### src/rtl/crc16a_pkg.sv
// Package for the augmented, reflected-input CRC-16 block.
// Holds the remainder beat type, the reset polynomial and the bit-step functions.
// No dependencies.
`default_nettype none

package crc16a_pkg;

  localparam int unsigned CRC_WIDTH = 16;
  localparam int unsigned BYTE_WIDTH = 8;
  localparam logic [CRC_WIDTH-1:0] POLY_RESET = 16'h8006;

  typedef logic [CRC_WIDTH-1:0] crc_t;

  // One remainder moving down the augmentation pipeline.
  typedef struct packed {
    logic valid;
    crc_t rem;
  } rem_beat_t;

  // Shifts eight bits into the remainder, least significant bit of the byte first.
  // The polynomial is XORed in whenever the bit shifted out of the top is one.
  function automatic crc_t crc16a_step8(input crc_t rem_in, input logic [BYTE_WIDTH-1:0] bits,
                                        input crc_t poly);
    crc_t r;
    logic out_bit;
    r = rem_in;
    for (int i = 0; i < BYTE_WIDTH; i++) begin
      out_bit = r[CRC_WIDTH-1];
      r = {r[CRC_WIDTH-2:0], bits[i]};
      if (out_bit) begin
        r = r ^ poly;
      end
    end
    return r;
  endfunction

  function automatic crc_t crc16a_reverse(input crc_t v);
    crc_t res;
    for (int i = 0; i < CRC_WIDTH; i++) begin
      res[i] = v[CRC_WIDTH-1-i];
    end
    return res;
  endfunction

endpackage

`default_nettype wire

### src/rtl/crc16a_byte_stage.sv
// Byte stage: holds the running remainder and folds one message byte into it per request.
// On the last byte it hands the remainder on to the augmentation stages. Uses crc16a_pkg.
`default_nettype none

module crc16a_byte_stage
  import crc16a_pkg::*;
(
  input  wire logic                  clk,
  input  wire logic                  rst,
  input  wire logic                  in_valid,
  output      logic                  in_ready,
  input  wire logic [BYTE_WIDTH-1:0] data_byte,
  input  wire logic                  last,
  input  wire crc_t                  polynomial,
  output      rem_beat_t             down,
  input  wire logic                  down_ready
);

  crc_t remainder;
  crc_t remainder_next;
  logic held_valid;
  crc_t held_rem;
  logic accept;

  assign in_ready       = !held_valid || down_ready;
  assign accept         = in_valid && in_ready;
  assign remainder_next = crc16a_step8(remainder, data_byte, polynomial);

  always_ff @(posedge clk) begin
    if (rst) begin
      remainder  <= '0;
      held_valid <= 1'b0;
    end else begin
      if (accept) begin
        // The remainder restarts from zero once a message is complete.
        remainder <= last ? '0 : remainder_next;
      end
      if (in_ready) begin
        held_valid <= accept && last;
      end
    end
  end

  always_ff @(posedge clk) begin
    if (accept && last) begin
      held_rem <= remainder_next;
    end
  end

  assign down.valid = held_valid;
  assign down.rem   = held_rem;

endmodule

`default_nettype wire

### src/rtl/crc16a_aug_stage.sv
// Augmentation stage: shifts eight zero bits through a finished remainder.
// Two of these in a row give the sixteen augmenting zeros. Uses crc16a_pkg.
`default_nettype none

module crc16a_aug_stage
  import crc16a_pkg::*;
(
  input  wire logic      clk,
  input  wire logic      rst,
  input  wire rem_beat_t up,
  output      logic      up_ready,
  input  wire crc_t      polynomial,
  output      rem_beat_t down,
  input  wire logic      down_ready
);

  logic held_valid;
  crc_t held_rem;

  assign up_ready = !held_valid || down_ready;

  always_ff @(posedge clk) begin
    if (rst) begin
      held_valid <= 1'b0;
    end else if (up_ready) begin
      held_valid <= up.valid;
    end
  end

  always_ff @(posedge clk) begin
    if (up.valid && up_ready) begin
      held_rem <= crc16a_step8(up.rem, '0, polynomial);
    end
  end

  assign down.valid = held_valid;
  assign down.rem   = held_rem;

endmodule

`default_nettype wire

### src/rtl/crc16_augmented_reflected.sv
// Three register stages lie between an accepted last byte and out_valid: the byte stage's
// held remainder, then the first and the second augmentation stage.
// Throughput: one byte per cycle while in_ready is high; the remainder updates per byte.
// Each stage holds one CRC; input closes only when all three hold one and the output stalls.
// Reset (rst, synchronous) clears the remainder and all valid flags, and loads 0x8006.
// Top level of the augmented, reflected-input CRC-16. Uses crc16a_pkg and the stage modules.
`default_nettype none

module crc16_augmented_reflected
  import crc16a_pkg::*;
(
  input  wire logic                  clk,
  input  wire logic                  rst,
  input  wire logic                  cfg_we,
  input  wire logic [CRC_WIDTH-1:0]  cfg_wdata,
  input  wire logic                  in_valid,
  output      logic                  in_ready,
  input  wire logic [BYTE_WIDTH-1:0] data_byte,
  input  wire logic                  last,
  output      logic                  out_valid,
  input  wire logic                  out_ready,
  output      logic [CRC_WIDTH-1:0]  crc_value
);

  crc_t      polynomial;
  rem_beat_t byte_beat;
  rem_beat_t aug_beat;
  rem_beat_t out_beat;
  logic      aug0_ready;
  logic      aug1_ready;

  always_ff @(posedge clk) begin
    if (rst) begin
      polynomial <= POLY_RESET;
    end else if (cfg_we) begin
      polynomial <= cfg_wdata;
    end
  end

  crc16a_byte_stage u_byte (
    .clk        (clk),
    .rst        (rst),
    .in_valid   (in_valid),
    .in_ready   (in_ready),
    .data_byte  (data_byte),
    .last       (last),
    .polynomial (polynomial),
    .down       (byte_beat),
    .down_ready (aug0_ready)
  );

  crc16a_aug_stage u_aug0 (
    .clk        (clk),
    .rst        (rst),
    .up         (byte_beat),
    .up_ready   (aug0_ready),
    .polynomial (polynomial),
    .down       (aug_beat),
    .down_ready (aug1_ready)
  );

  // The second stage's register is the output register.
  crc16a_aug_stage u_aug1 (
    .clk        (clk),
    .rst        (rst),
    .up         (aug_beat),
    .up_ready   (aug1_ready),
    .polynomial (polynomial),
    .down       (out_beat),
    .down_ready (out_ready)
  );

  assign out_valid = out_beat.valid;
  assign crc_value = crc16a_reverse(out_beat.rem);

endmodule

`default_nettype wire

### config.mk
export PLATFORM = sky130hd
export DESIGN_NAME = crc16_augmented_reflected
export DESIGN_NICKNAME = d
export VERILOG_FILES = /design/src/rtl/crc16a_pkg.sv /design/src/rtl/crc16a_byte_stage.sv /design/src/rtl/crc16a_aug_stage.sv /design/src/rtl/crc16_augmented_reflected.sv
export SDC_FILE = /design/constraint.sdc
export NUM_CORES = 1
export LEC_CHECK = 0
export ABC_AREA = 1
export BUFFER_PORTS_ARGS = -buffer_cell sky130_fd_sc_hd__buf_2
export CAP_MARGIN = 20
export CORE_MARGIN = 1.5
export CORE_UTILIZATION = 40
export CTS_CLUSTER_DIAMETER = 40
export DETAILED_ROUTE_END_ITERATION = 8
export MAX_ROUTING_LAYER = met4
export SETUP_SLACK_MARGIN = 0.1
export SKIP_CTS_REPAIR_TIMING = 1
export SYNTH_ARGS = -nofsm -noshare
export SYNTH_HDL_FRONTEND = slang
export SYNTH_SLANG_ARGS = --single-unit
export TNS_END_PERCENT = 30
### constraint.sdc
create_clock -name clk -period 9.5 [get_ports clk]
set_clock_uncertainty 0.1 [all_clocks]
set_input_delay 1.425 -clock clk [delete_from_list [all_inputs] [get_ports clk]]
set_output_delay 1.425 -clock clk [all_outputs]
set_load 0.05 [all_outputs]
* Word level (Yosys, flattened, before mapping) *
Cells that the tools add are included.

word-level totals
  output and inout port bits = 18
  register bits after elaboration = 83
  bits of input ports = 30
  logic and storage cells = 83

operators by class
  reduce and logical (&&, ||, !) cells = 10
  bitwise gates (word level) = 24
  muxes and demuxes = 39

operators with widths
  kind                 number
  $mux W16             39
  $xor A16 B16 Y16     24
  $logic_and A1 B1 Y1  4
  $logic_not A1 Y1     3
  $logic_or A1 B1 Y1   3

* Longest topological paths before layout *
  word-level depth = 25
  depth in mapped cells = 30
  mapped depth without buffers = 26

* By module *
Synthesis repeated with hierarchy kept, for this count alone.

second synthesis, totals
  cell total of the unflattened synthesis = 1893
  area total of the unflattened synthesis = 10729.0 um^2

by module, submodules not included
  module                     area each (um^2)  cells an instance  sequential area each (um^2)  times used
  crc16a_aug_stage           3101.7            554                500.5                        2
  crc16a_byte_stage          3873.7            689                820.8                        1
  crc16_augmented_reflected  651.9             96                 320.3                        1

* Worst setup path after synthesis *
OpenSTA, ideal clock, no wires.

  path type = input port to flip-flop
  start point = input out_ready
  end point = register u_byte.held_rem[0], enable pin
  buffers on the path = 1
  arrival = 3.193 ns
  setup time = 0.389 ns
  required time = 9.011 ns
  stages on the path = 7
  path slack = 5.818 ns
  cell sequence = inv_1 nand2_1 nor2_1 nand2_1 nand2_1 clkbuf_1 nor2_1

on the way
  word-level cells in the longest chain between the ends = 5

ends and longest elaborated chain
  item                              line                             RTL
  from (decl)                       crc16_augmented_reflected.sv:21  input wire logic out_ready,
  $logic_or A1 B1 Y1 (2 in series)  crc16a_aug_stage.sv:20           assign up_ready = !held_valid || down_ready;
  $logic_or A1 B1 Y1                crc16a_byte_stage.sv:25          assign in_ready = !held_valid || down_ready;
  net in_ready                      crc16_augmented_reflected.sv:17  output logic in_ready,
  $logic_and A1 B1 Y1               crc16a_byte_stage.sv:26          assign accept = in_valid && in_ready;
  $logic_and A1 B1 Y1               crc16a_byte_stage.sv:45          if (accept && last) begin
  to (signal assigned)              crc16a_byte_stage.sv:46          held_rem <= remainder_next;
  to (decl)                         crc16a_byte_stage.sv:22          crc_t held_rem;

The timed path passes the listed nets, and every way through them passes these cells.
A chain may end at the register's enable or synchronous reset.

* Final worst setup path *
  start point = register polynomial[15]
  end point = register u_aug1.held_rem[2], data pin

on the way
  word-level cells in the longest chain between the ends = 21
  elaborated cells between the ends (all ways) = 23
  those cells by class = 15 x mux; 8 x bitwise

ends and longest elaborated chain
  item                                                 line                                      RTL
  from (decl)                                          crc16_augmented_reflected.sv:25           crc_t polynomial;
  from (signal assigned)                               crc16_augmented_reflected.sv:36           polynomial <= cfg_wdata;
  $xor A16 B16 Y16                                     crc16a_pkg.sv:31                          r = r ^ poly;
  $mux W16                                             crc16a_pkg.sv:30                          if (out_bit) begin
  $mux W16                                             crc16a_aug_stage.sv:31                    if (up.valid && up_ready) begin
  $mux W16                                             crc16a_pkg.sv:30
  $mux W16                                             crc16a_aug_stage.sv:31
  $xor A16 B16 Y16                                     crc16a_pkg.sv:31
  $mux W16                                             crc16a_pkg.sv:30
  $mux W16                                             crc16a_aug_stage.sv:31
  [5 not listed]                                       --
  $mux W16                                             crc16a_aug_stage.sv:31
  $mux W16 / $xor A16 B16 Y16 (equally long branches)  crc16a_pkg.sv:30, crc16a_pkg.sv:31
  $mux W16, on equally long branches                   crc16a_aug_stage.sv:31, crc16a_pkg.sv:30
  $xor A16 B16 Y16 / $mux W16 (equally long branches)  crc16a_pkg.sv:31, crc16a_aug_stage.sv:31
  $mux W16 (*)                                         crc16a_pkg.sv:30
  $mux W16 (*)                                         crc16a_aug_stage.sv:31
  $xor A16 B16 Y16 / $mux W16 (equally long branches)  crc16a_pkg.sv:31, crc16a_aug_stage.sv:31
  $mux W16 (*)                                         crc16a_pkg.sv:30
  to (signal assigned)                                 crc16a_aug_stage.sv:32                    held_rem <= crc16a_step8(up.rem, '0, polynomial);
  to (decl)                                            crc16a_aug_stage.sv:18                    crc_t held_rem;

Mark *: on every way between the ends. The rest lies on a longest branch, timed or not. The select of a mux whose other input is x is not followed.

==> key figures <==
STA
  – Final Hold Viols: 0
  – RSZ-0062 raised after global routing: false
  – Final critical-path required period: 5850 ps
  – Final setup violation count: 0
  – Final TNS setup: 0 ps
  – Pins Over Slew Limit: 0
  – Final period util: 61.6%
  – Fmax: 171 MHz
  – Slew @ Worst Pin: 1070 ps
  – Worst slew margin: a little under 30%

Layout
  – Antenna diode count: 0
  – Multi-input logic area: 6330 µm²
  – Area occupied by registers: roughly 2100 µm²
  – Layout cell share with drive strength beyond 1: 10.9%
  – Area growth, synth to finish: 6.29%
  – Fillers: 2,399
  – Final net count: 1,468

Setup path
  – Kind of critical path: reg2reg
  – CP Max Fanout: 38
  – Critical path arrival: 5860 ps
  – Worst EP required: approximately 9500 ps
  – CP Launch Type: flop
  – Crit end category: flop

Job
  – MaxCap Viol Count: 0

Floorplan
  – Cell Rows: between 50 and 60
  – Initial Util: approximately two fifths
  – Full die area: between 20,000 and 25,000 µm²
  – Die X: 157 µm
  – Core Region: 23,300 µm²
  – Chip Height: 157 µm
  – Ports: 48

GRT
  – Vias in the first global route: 8,047
  – Largest net degree at the start of global routing: 39
  – Total global routing overflow: 0
  – GRT Total Usage: 24.0%
  – Antenna violations before repair: 0
  – First-pass GRT wire length: 44.1 mm

Clocking
  – H-tree Lvls: 3
  – CTS Buf Count: 9
  – Clk sinks: 83
  – Clock Tree Buf Depth: 2
  – Clock latency on the worst-skew pair: 350 ps
  – CTS tree: yes
  – Clk root buf: clkbuf_16
  – Clock-pin slew on the worst setup and hold paths: 70 ps

Synth
  – Sequential area share after synthesis: 22.7%
  – #FFs+latches synth: slightly above 80
  – Most frequent cell after synthesis: nand2_1
  – Top cell type's share of synthesized area: 19.9%
  – Post-synth EDFFs: 48
  – Library cells used by synthesis: 33
  – Syn_nets: 1,478
  – Synth top area cells: nand2_1 20%, edfxtp_1 15%, xor2_1 12%
  – Dominant synthesized flop cell: edfxtp_1
  – Commonest cells post-synth: 502 x nand2_1, 131 x xor2_1, 128 x xnor2_1
  – Synthesized area: 9450 µm²
  – Syn Inst Count: 1,448
  – Warnings from Yosys: 0
  – Async SR Flop Fraction: 0%
  – Syn_area_per_cell: 6.52 µm²
  – Area leader, netlist: nand2_1

Detailed routing
  – DRC violations left: 0
  – Vias: just under 9,000
  – Drt first-iter violations: between 600 and 700
  – 1st-pass router iterations: 6
  – Post-route ant nets: 0
  – DR WL/cell: 15.4 µm
  – DRT Wirelength: 27.2 mm
  – Vias/cell: 4.94

Run status
  – Status: completed

Worst hold path
  – Hold Crit Class: reg2reg

Placement
  – Final HPWL DP: about 19 mm
  – Port Buffer Count: 47
  – Routability cong.: about 0.91
[worst max-delay path, cell delays in order, from the launching register on]
cell     delay, ps
dfxtp_2        320
buf_4          450
nand2_4        120
xnor2_4        430
nand2_2        160
xor2_4         440
nand2_1        100
nand2_1         90
nand2_2        180
inv_2          190
nand3_1        110
nand2_2        370
nand2_1        130
nand2_2        130
nand2_2        210
nor2_1         150
nand2_1         60
nand2_1        650
nand3_1        140
nand2_1        700
inv_1          130
o21ai_1        150
nand2_1         60
[final cells by class]
| type | count | area share, % |
|---|---|---|
| clock buffers | 13 | 2.80 |
| clock inverters | 3 | 0.187 |
| inverters | 135 | 5.05 |
| multi-input cells | 1146 | 63.1 |
| flip-flops and latches | 83 | 21.3 |
| well taps | 319 | 3.98 |
| repair buffers | 63 | 3.54 |
[cells in the final DEF, fill, tap and decap left out, types with 7 or more instances in the layout]
master     synthesis  final
nor2_1            89     89
nand2_4            7      7
edfxtp_1          48     48
nand2_1          502    502
and2_1             9      9
buf_2             33     47
a21oi_1           35     34
clkbuf_16          0     10
o21ai_0           37     37
dfxtp_1           35     34
nand4_1            9      9
inv_1            116    116
inv_2             13     13
nand3_1          125    125
xor2_1           131    131
xnor2_1          128    128
nand3_2           15     15
buf_4              5     16
nand2_2           28     28
[final timing paths]
kind         slack [ps]                  from                   end  depth (start not counted)
max reg2reg        3650        polynomial[15]    u_aug1.held_rem[2]                         22
min reg2reg         380  u_byte.remainder[11]  u_byte.remainder[11]                          2
min                 380  u_byte.remainder[11]  u_byte.remainder[11]                          2
max                3650        polynomial[15]    u_aug1.held_rem[2]                         22
[cells by family (layout without fill, tap and decap cells)]
family / Yosys count / after routing / synth area share, %
simple gates: 793 / 793 / 36.2
compound gates: 83 / 83 / 4.52
flops: 83 / 83 / 22.7
xor+xnor: 270 / 270 / 26.3
buf+inv: 219 / 214 / 10.3
[per-stage QoR]
| stage | cells | hold slack, ps | cell area (µm²) | worst slack [ps] | utilization, % |
|---|---|---|---|---|---|
| floorplan | 1448 | 345 | 9450 | 5820 | - |
| global placement | 1746 | 367 | 9740 | 3850 | 41.7 |
| detailed placement | 1746 | 367 | 9740 | 3700 | 41.7 |
| CTS | 1762 | 377 | 10000 | 3680 | 43.0 |
| global route | 1762 | 403 | 10000 | 2960 | 43.0 |
| finish | 1762 | 378 | 10000 | 3650 | 43.0 |
[metal layers]
layer	global-route usage (%)	share of wire, %	up-vias
li1	-	-	4422
met1	33.1	49	4021
met2	36.7	44	234
met3	2.88	5.5	32
met4	6.94	1.8	0
met5	-	0	-
[flip-flops by register name, summed over array words and instances (netlist names)]
name               cells
polynomial            16
u_aug1.held_rem       16
u_aug0.held_valid      1
u_byte.held_rem       16
u_byte.held_valid      1
u_aug1.held_valid      1
u_aug0.held_rem       16
u_byte.remainder      16
Power is not shown: default switching activity piles up to over one toggle a cycle in this logic, so the estimate is an artifact.
